<file path="src/sv/ordt_pkg.sv">
`timescale 1ns / 1ps
// ============================================================================
// ordt_pkg
// Shared item types, operation and status codes for the ordered array table.
// ============================================================================
package ordt_pkg;

    // Operation codes carried in the func field.
    localparam logic [1:0] FUNC_INS  = 2'd0;
    localparam logic [1:0] FUNC_DEL  = 2'd1;
    localparam logic [1:0] FUNC_SRCH = 2'd2;

    // Result status codes.
    localparam logic [1:0] STAT_OK     = 2'd0;
    localparam logic [1:0] STAT_FULL   = 2'd1;
    localparam logic [1:0] STAT_BADPOS = 2'd2;

    typedef struct packed {
        logic [1:0]         func;
        logic [5:0]         position;
        logic signed [31:0] value;
    } t_in_item;

    typedef struct packed {
        logic [1:0]         status;
        logic               found;
        logic [5:0]         found_index;
        logic [5:0]         entry_count;
        logic signed [31:0] min_value;
        logic signed [31:0] max_value;
    } t_out_item;

    // Control from the sequencer to the scan accumulator.
    typedef struct packed {
        logic clear;
        logic load;
        logic search;
    } t_scan_ctl;

endpackage

</file>
<file path="src/sv/ordered_array_table_engine.sv">
`timescale 1ns / 1ps
// ============================================================================
// ordered_array_table_engine
// Packed ordered table of signed entries with insert, delete and search.
// ============================================================================
// The block holds up to DEPTH signed 32-bit entries, packed from address 0, in
// a single-port-read, single-port-write memory, plus a count of the entries
// held. Each input item is an insert at a 1-based position, a delete at a
// 1-based position, or a search for a key, and each item yields exactly one
// result item with the status, the search outcome, the new count and the
// minimum and maximum of the contents. The block works on one item at a
// time. An insert walks the memory once to move entries up, one entry per
// cycle, then writes the new value; a delete walks it to move entries down.
// After every operation a scan reads all held entries, one per cycle through
// the memory read port, to build the minimum and maximum and, for a search,
// the first matching index. The result becomes valid in the same cycle as
// the input is free again.
// A full table on insert or a position out of range leaves the store alone
// and is reported in the status; unknown operation codes report ok. The input
// is stalled while an item is in progress; a finished result waits in the
// output register while the next item may already be accepted.
// ============================================================================
module ordered_array_table_engine #(
    parameter int DEPTH = 32
) (
    input  logic                 i_clk,
    input  logic                 i_rst_n,
    input  logic                 i_in_valid,
    output logic                 o_in_stall,
    input  ordt_pkg::t_in_item   i_in_item,
    output logic                 o_out_valid,
    input  logic                 i_out_stall,
    output ordt_pkg::t_out_item  o_out_item
);

    localparam int AW = $clog2(DEPTH);
    localparam int CW = $clog2(DEPTH + 1);
    localparam int WW = ((CW > 6) ? CW : 6) + 1;

    // Sequencer states.
    localparam logic [2:0] S_IDLE = 3'd0;
    localparam logic [2:0] S_SHUP = 3'd1;
    localparam logic [2:0] S_SHDN = 3'd2;
    localparam logic [2:0] S_SCAN = 3'd3;
    localparam logic [2:0] S_DONE = 3'd4;

    // Control registers.
    logic [2:0]          r_state, n_state;
    logic [CW-1:0]       r_count, n_count;
    logic                r_issue, n_issue;
    logic                r_pend,  n_pend;
    logic                r_out_valid, n_out_valid;

    // Payload registers.
    logic [1:0]          r_func, n_func;
    logic [1:0]          r_status, n_status;
    logic signed [31:0]  r_key, n_key;
    logic [AW-1:0]       r_stop, n_stop;
    logic [AW-1:0]       r_rd_addr, n_rd_addr;
    logic [AW-1:0]       r_pend_addr, n_pend_addr;
    ordt_pkg::t_out_item r_out_item, n_out_item;

    // Memory and scan connections.
    logic                mem_rd_en;
    logic                mem_wr_en;
    logic [AW-1:0]       mem_wr_addr;
    logic signed [31:0]  mem_wr_data;
    logic signed [31:0]  mem_rd_data;
    ordt_pkg::t_scan_ctl scan_ctl;
    logic signed [31:0]  scan_min;
    logic signed [31:0]  scan_max;
    logic                scan_found;
    logic [CW-1:0]       scan_found_index;

    logic                in_accept;
    logic                go_scan;
    logic [WW-1:0]       pos_w;
    logic [WW-1:0]       cnt_w;

    assign in_accept = i_in_valid && !o_in_stall;
    assign pos_w     = WW'(i_in_item.position);
    assign cnt_w     = WW'(r_count);

    always_comb begin
        n_state     = r_state;
        n_count     = r_count;
        n_issue     = r_issue;
        n_pend      = r_pend;
        n_out_valid = r_out_valid;
        n_func      = r_func;
        n_status    = r_status;
        n_key       = r_key;
        n_stop      = r_stop;
        n_rd_addr   = r_rd_addr;
        n_pend_addr = r_pend_addr;
        n_out_item  = r_out_item;
        mem_rd_en   = 1'b0;
        mem_wr_en   = 1'b0;
        mem_wr_addr = r_pend_addr;
        mem_wr_data = mem_rd_data;
        scan_ctl    = '0;
        go_scan     = 1'b0;

        // The waiting result leaves once the consumer takes it.
        if (r_out_valid && !i_out_stall) begin
            n_out_valid = 1'b0;
        end

        unique case (r_state)
            S_IDLE: begin
                if (in_accept) begin
                    n_func   = i_in_item.func;
                    n_key    = i_in_item.value;
                    n_status = ordt_pkg::STAT_OK;
                    n_issue  = 1'b0;
                    n_pend   = 1'b0;
                    case (i_in_item.func)
                        ordt_pkg::FUNC_INS: begin
                            if (r_count == CW'(DEPTH)) begin
                                n_status = ordt_pkg::STAT_FULL;
                                go_scan  = 1'b1;
                            end else if ((pos_w == '0) || (pos_w > cnt_w + WW'(1))) begin
                                n_status = ordt_pkg::STAT_BADPOS;
                                go_scan  = 1'b1;
                            end else begin
                                // Slot of the new value; entries from there on move up.
                                n_stop    = AW'(pos_w - WW'(1));
                                n_rd_addr = AW'(r_count - CW'(1));
                                n_issue   = (pos_w <= cnt_w);
                                n_state   = S_SHUP;
                            end
                        end
                        ordt_pkg::FUNC_DEL: begin
                            if ((pos_w == '0) || (pos_w > cnt_w)) begin
                                n_status = ordt_pkg::STAT_BADPOS;
                                go_scan  = 1'b1;
                            end else begin
                                // Entries after the deleted one move down.
                                n_rd_addr = AW'(pos_w);
                                n_stop    = AW'(r_count - CW'(1));
                                n_issue   = (pos_w < cnt_w);
                                n_state   = S_SHDN;
                            end
                        end
                        default: begin
                            go_scan = 1'b1;
                        end
                    endcase
                end
            end

            S_SHUP: begin
                // Read entry k, write it to k+1 in the following cycle.
                if (r_issue) begin
                    mem_rd_en   = 1'b1;
                    n_pend      = 1'b1;
                    n_pend_addr = r_rd_addr + AW'(1);
                    if (r_rd_addr == r_stop) begin
                        n_issue = 1'b0;
                    end else begin
                        n_rd_addr = r_rd_addr - AW'(1);
                    end
                end else begin
                    n_pend = 1'b0;
                end
                if (r_pend) begin
                    mem_wr_en = 1'b1;
                end
                if (!r_issue && !r_pend) begin
                    mem_wr_en   = 1'b1;
                    mem_wr_addr = r_stop;
                    mem_wr_data = r_key;
                    n_count     = r_count + CW'(1);
                    go_scan     = 1'b1;
                end
            end

            S_SHDN: begin
                // Read entry k, write it to k-1 in the following cycle.
                if (r_issue) begin
                    mem_rd_en   = 1'b1;
                    n_pend      = 1'b1;
                    n_pend_addr = r_rd_addr - AW'(1);
                    if (r_rd_addr == r_stop) begin
                        n_issue = 1'b0;
                    end else begin
                        n_rd_addr = r_rd_addr + AW'(1);
                    end
                end else begin
                    n_pend = 1'b0;
                end
                if (r_pend) begin
                    mem_wr_en = 1'b1;
                end
                if (!r_issue && !r_pend) begin
                    n_count = r_count - CW'(1);
                    go_scan = 1'b1;
                end
            end

            S_SCAN: begin
                scan_ctl.search = (r_func == ordt_pkg::FUNC_SRCH);
                if (r_issue) begin
                    mem_rd_en   = 1'b1;
                    n_pend      = 1'b1;
                    n_pend_addr = r_rd_addr;
                    if (r_rd_addr == AW'(r_count - CW'(1))) begin
                        n_issue = 1'b0;
                    end else begin
                        n_rd_addr = r_rd_addr + AW'(1);
                    end
                end else begin
                    n_pend = 1'b0;
                end
                if (r_pend) begin
                    scan_ctl.load = 1'b1;
                end
                if (!r_issue && !r_pend) begin
                    n_state = S_DONE;
                end
            end

            S_DONE: begin
                if (!r_out_valid || !i_out_stall) begin
                    n_out_valid             = 1'b1;
                    n_out_item.status       = r_status;
                    n_out_item.found        = scan_found;
                    n_out_item.found_index  = 6'(scan_found_index);
                    n_out_item.entry_count  = 6'(r_count);
                    n_out_item.min_value    = scan_min;
                    n_out_item.max_value    = scan_max;
                    n_state                 = S_IDLE;
                end
            end

            default: begin
                n_state = S_IDLE;
            end
        endcase

        // Every operation ends with a pass over the held entries.
        if (go_scan) begin
            n_state        = S_SCAN;
            n_rd_addr      = '0;
            n_issue        = (n_count != '0);
            n_pend         = 1'b0;
            scan_ctl.clear = 1'b1;
        end
    end

    always_ff @(posedge i_clk) begin
        if (!i_rst_n) begin
            r_state     <= S_IDLE;
            r_count     <= '0;
            r_issue     <= 1'b0;
            r_pend      <= 1'b0;
            r_out_valid <= 1'b0;
        end else begin
            r_state     <= n_state;
            r_count     <= n_count;
            r_issue     <= n_issue;
            r_pend      <= n_pend;
            r_out_valid <= n_out_valid;
        end
    end

    always_ff @(posedge i_clk) begin
        r_func      <= n_func;
        r_status    <= n_status;
        r_key       <= n_key;
        r_stop      <= n_stop;
        r_rd_addr   <= n_rd_addr;
        r_pend_addr <= n_pend_addr;
        r_out_item  <= n_out_item;
    end

    ordt_mem #(
        .DEPTH (DEPTH)
    ) u_mem (
        .i_clk     (i_clk),
        .i_rd_en   (mem_rd_en),
        .i_rd_addr (r_rd_addr),
        .i_wr_en   (mem_wr_en),
        .i_wr_addr (mem_wr_addr),
        .i_wr_data (mem_wr_data),
        .o_rd_data (mem_rd_data)
    );

    ordt_scan #(
        .DEPTH (DEPTH)
    ) u_scan (
        .i_clk         (i_clk),
        .i_ctl         (scan_ctl),
        .i_index       (r_pend_addr),
        .i_data        (mem_rd_data),
        .i_key         (r_key),
        .o_min         (scan_min),
        .o_max         (scan_max),
        .o_found       (scan_found),
        .o_found_index (scan_found_index)
    );

    assign o_in_stall  = (r_state != S_IDLE);
    assign o_out_valid = r_out_valid;
    assign o_out_item  = r_out_item;

endmodule

</file>
<file path="src/sv/ordt_mem.sv">
`timescale 1ns / 1ps
// ============================================================================
// ordt_mem
// Entry store: one write port, one read port with registered read data.
// ============================================================================
module ordt_mem #(
    parameter int DEPTH = 32
) (
    input  logic                       i_clk,
    input  logic                       i_rd_en,
    input  logic [$clog2(DEPTH)-1:0]   i_rd_addr,
    input  logic                       i_wr_en,
    input  logic [$clog2(DEPTH)-1:0]   i_wr_addr,
    input  logic signed [31:0]         i_wr_data,
    output logic signed [31:0]         o_rd_data
);

    logic signed [31:0] r_mem [DEPTH];
    logic signed [31:0] r_rd_data;

    always_ff @(posedge i_clk) begin
        if (i_wr_en) begin
            r_mem[i_wr_addr] <= i_wr_data;
        end
        if (i_rd_en) begin
            r_rd_data <= r_mem[i_rd_addr];
        end
    end

    assign o_rd_data = r_rd_data;

endmodule

</file>
<file path="src/sv/ordt_scan.sv">
`timescale 1ns / 1ps
// ============================================================================
// ordt_scan
// Running minimum, maximum and first-match search over streamed entries.
// ============================================================================
module ordt_scan #(
    parameter int DEPTH = 32
) (
    input  logic                             i_clk,
    input  ordt_pkg::t_scan_ctl              i_ctl,
    input  logic [$clog2(DEPTH)-1:0]         i_index,
    input  logic signed [31:0]               i_data,
    input  logic signed [31:0]               i_key,
    output logic signed [31:0]               o_min,
    output logic signed [31:0]               o_max,
    output logic                             o_found,
    output logic [$clog2(DEPTH+1)-1:0]       o_found_index
);

    localparam int CW = $clog2(DEPTH + 1);

    logic signed [31:0] r_min;
    logic signed [31:0] r_max;
    logic               r_found;
    logic [CW-1:0]      r_found_index;
    logic               r_first;

    always_ff @(posedge i_clk) begin
        if (i_ctl.clear) begin
            r_min         <= '0;
            r_max         <= '0;
            r_found       <= 1'b0;
            r_found_index <= '0;
            r_first       <= 1'b1;
        end else if (i_ctl.load) begin
            r_first <= 1'b0;
            if (r_first || (i_data < r_min)) begin
                r_min <= i_data;
            end
            if (r_first || (i_data > r_max)) begin
                r_max <= i_data;
            end
            // Only the first matching entry counts.
            if (i_ctl.search && !r_found && (i_data == i_key)) begin
                r_found       <= 1'b1;
                r_found_index <= CW'(i_index) + CW'(1);
            end
        end
    end

    assign o_min         = r_min;
    assign o_max         = r_max;
    assign o_found       = r_found;
    assign o_found_index = r_found_index;

endmodule
</file>
<file path="config.mk">
export PLATFORM = sky130hd
export DESIGN_NAME = ordered_array_table_engine
export DESIGN_NICKNAME = d
export VERILOG_FILES = /design/src/sv/ordt_pkg.sv /design/src/sv/ordered_array_table_engine.sv /design/src/sv/ordt_mem.sv /design/src/sv/ordt_scan.sv
export SDC_FILE = /design/constraint.sdc
export NUM_CORES = 1
export LEC_CHECK = 0
export BUFFER_PORTS_ARGS = -buffer_cell sky130_fd_sc_hd__buf_2
export CORE_ASPECT_RATIO = 0.6
export CORE_MARGIN = 5
export CORE_UTILIZATION = 56
export DETAILED_ROUTE_END_ITERATION = 10
export PLACE_DENSITY = 0.75
export SYNTH_ARGS = -nofsm -noshare
export SYNTH_HDL_FRONTEND = slang
export SYNTH_SLANG_ARGS = --single-unit
</file>
<file path="constraint.sdc">
create_clock -name i_clk -period 5.3 [get_ports i_clk]
set_input_delay 0.53 -clock i_clk [delete_from_list [all_inputs] [get_ports i_clk]]
set_output_delay 0.53 -clock i_clk [all_outputs]
set_load 0.02 [all_outputs]
</file>
==> impl_results.md <==
- Status: finished, final reports clean
- Cts bufs inserted: 102
- Number of synthesized flops with an enable pin: 1181
- Initial Utilization: 0.565
- # nets final: 2877
- Arr. time, crit path: 4260 ps
- Clk root buf: clkbuf_16
- Die ar.: 0.0967 mm²
- Post-CTS resize count: 0
- CTS tree: yes
- Cell total after placement: 3848
- Setup_tns: 0 ps
- Total grt overflow: 0
- Peak VDD IR: 0.300 mV
- Netlist cell types: 69
- Period minus WS final: 3700 ps
- Worst-Margin Slew: 1330 ps
- Worst skew pair latency: 700 ps
- Final HPWL DP: 75200 µm
- CP max stage delay: 560 ps
- 1st-pass router iterations: 6
- Max_slew headroom: 0.112
- Most frequent cells in the layout: edfxtp_1, mux4_2, nand2_1
- Crit path max-delay family: compound AO/OA/AOI/OAI gates
- Kind of critical path: register to register
- Post-synth net total: 2708
- Leak pwr: 0.0179 µW
- Share of cells above drive strength 1: 0.256
- Crit-path slowest cell: dfxtp_1
- Pwr per Cell Area: 486 mW/mm²
- Clk buf depth: 3
- Fraction of registers with async set/reset: 0
- Max-cap viol count: 0
- Top cells by area, synth: edfxtp_1, mux4_2, dfxtp_1, ha_1, nand2_1
- Multi-input logic area: 0.0128 mm²
- Yosys reg bits: 1270
- Fillers: 5916
- Final antenna-violating net count: 0
- Residual DRC count: 0
- DP Worst Slack: 1670 ps
- Clock Pin Slew Worst Setup and Hold Paths: 70 ps
- CTS Hold Buffers Added: 17
- Tcrit/Tclk final: 0.699
- Die Width: 398 µm
- Largest net degree at the start of global routing: 97
- IO Count: 125
- Total Wirelength: 121000 µm
- Post-CTS setup buffer count: 0
- Synthesized cell area: 0.0506 mm²
- Worst path buffer plus inverter count: 3
- Commonest non-fill, non-tap cell in the layout: edfxtp_1
- Placement Cell Area: 0.0530 mm²
- Vias/cell: 6.47
- Setup-failing EPs final: 0
- Fmax achieved: 0.270 GHz
- Die Span Y: 243 µm
- Cell taking the most area after synthesis: edfxtp_1
- Routed via count: 26200
- Cells after Synth: 2582
- First-pass GRT wire length: 178000 µm
- Layout Skew: 28.3 ps
- GRT Overall Usage: 0.251
- Part of the Yosys area used for sequential elements: 0.736
- Critical Path RT: 5860 ps
- Worst setup EP type: register
- Slack of the critical path: 1600 ps
- Register area: 0.0373 mm²
- Synth top area share: 0.701
- Setup repair after global routing missed its margin: no
- Ys flop type: edfxtp_1
- Design Area, Final: 0.0565 mm²
- Non-filler cells, final: 4055
- Synth Area per Inst: 19.6 µm²
- Core ar.: 0.0897 mm²
- IO buf count: 124
- Std cell rows: 85
- Worst hold-check path type: input port to register
- Synth Warn #: 0
- Area growth, synth to finish: 11.6%
- Crit start category: register
- Final Max Slew Viols: 0
- H-Tree Depth: 3
- Crit path cell chain: inv_1 -> ha_1 -> inv_1 -> ha_1 -> nor2b_1 -> o21bai_1 -> a211o_1 -> and3b_1 -> o21ai_1 -> a21o_1 -> buf_4 -> o31ai_1
- Final hold vios: 0
- CTS Sinks: 1270
- WL/cell: 29.7 µm
- Vias in the first global route: 25900
- Crit-path max FO: 38
- Initial antenna violation count: 0
- GPL Wtd Cong: 0.886
- Initial drt markers: 3417
metrics by stage:
step                      utilization  hold slack (ps)  total power (µW)
after floorplan                     -              400             17400
after global placement          0.591              410             19700
after detailed placement        0.591              414             19900
after CTS                       0.630             48.7             27500
after global routing            0.630             38.1             28500
final                           0.630             75.8             27400
logic make-up (layout without fill, tap and decap cells):
family	Yosys count	count (layout)	synth area share
mux	365	365	0.152
fa+ha+maj	82	82	0.0203
flops	1270	1270	0.736
simple gates	383	383	0.0347
compound gates	206	206	0.0286
xor+xnor	63	63	0.0109
buf+inv	213	467	0.0176
other cells	0	1	0
path summary, 6_finish.rpt:
path | to | cells past startpoint | start | slack, ps
worst max register to register | u_scan.o_max[27]$_SDFFE_PP0P_ | 12 | r_count[0]$_SDFF_PN0_ | 1600
worst min register to register | o_out_item[77]$_DFFE_PP_ | 0 | r_status[0]$_DFFE_PP_ | 430
worst min-delay path | r_key[10]$_DFFE_PP_ | 1 | i_in_item[10] | 80
worst max-delay path | u_scan.o_max[27]$_SDFFE_PP0P_ | 12 | r_count[0]$_SDFF_PN0_ | 1600
where the power goes:
group          switching (µW)  internal (µW)
Sequential                566          12800
Combinational            4080           2310
Clock                    3470           4220
Total                    8120          19300
layer usage:
metal / global-route usage / up-vias / share of wire
li1: - / 10800 / -
met4: 0.0429 / 0 / 0.017
met1: 0.393 / 13700 / 0.41
met3: 0.0528 / 153 / 0.10
met5: 0 / - / 0
met2: 0.375 / 1556 / 0.47
Yosys cell counts, drive strengths merged, types with 3 or more instances:
cell type and n:
nand3 18, mux2 33, and4 3, nor4 4, or3 4, nand2 176
mux4 320, xnor2 57, xor2 6, edfxtp 1181, clkbuf 61, ha 82
nor3 12, o22ai 4, a21oi 49, a21boi 6, mux2i 12, o21ai 30
a31oi 3, a21o 10, o31ai 32, nor2b 11, and3 33, nand2b 9
nand3b 4, inv 88, a2111oi 5, dfxtp 89, nor2 77, nand4 22
buf 64, and2 4, a211oi 13, a31o 30
sequential cells by signal, indices dropped and copies added, names as in the netlist:
signal                cells
o_out_item               79
r_issue                   1
r_status                  2
r_func                    2
u_scan.o_found            1
u_mem.o_rd_data          32
r_rd_addr                 5
u_scan.o_min             32
r_state                   3
r_stop                    5
u_scan.o_max             32
r_pend                    1
u_scan.o_found_index      6
r_key                    32
o_out_valid               1
r_count                   6
u_mem.r_mem            1024
r_pend_addr               5
u_scan.r_first            1
layout make-up:
| class | instances | area share |
|---|---|---|
| Timing Repair Buffer | 190 | 0.0225 |
| Multi-Input combinational cell | 1099 | 0.226 |
| Inverter | 88 | 0.00585 |
| Clock buffer | 124 | 0.0478 |
| Sequential cell | 1270 | 0.659 |
| Antenna cell | 1 | 0.0000443 |
| Tap cell | 1218 | 0.0270 |
| Clock inverter | 65 | 0.0111 |
No activity file was read; power rests on OpenSTA's default activity.
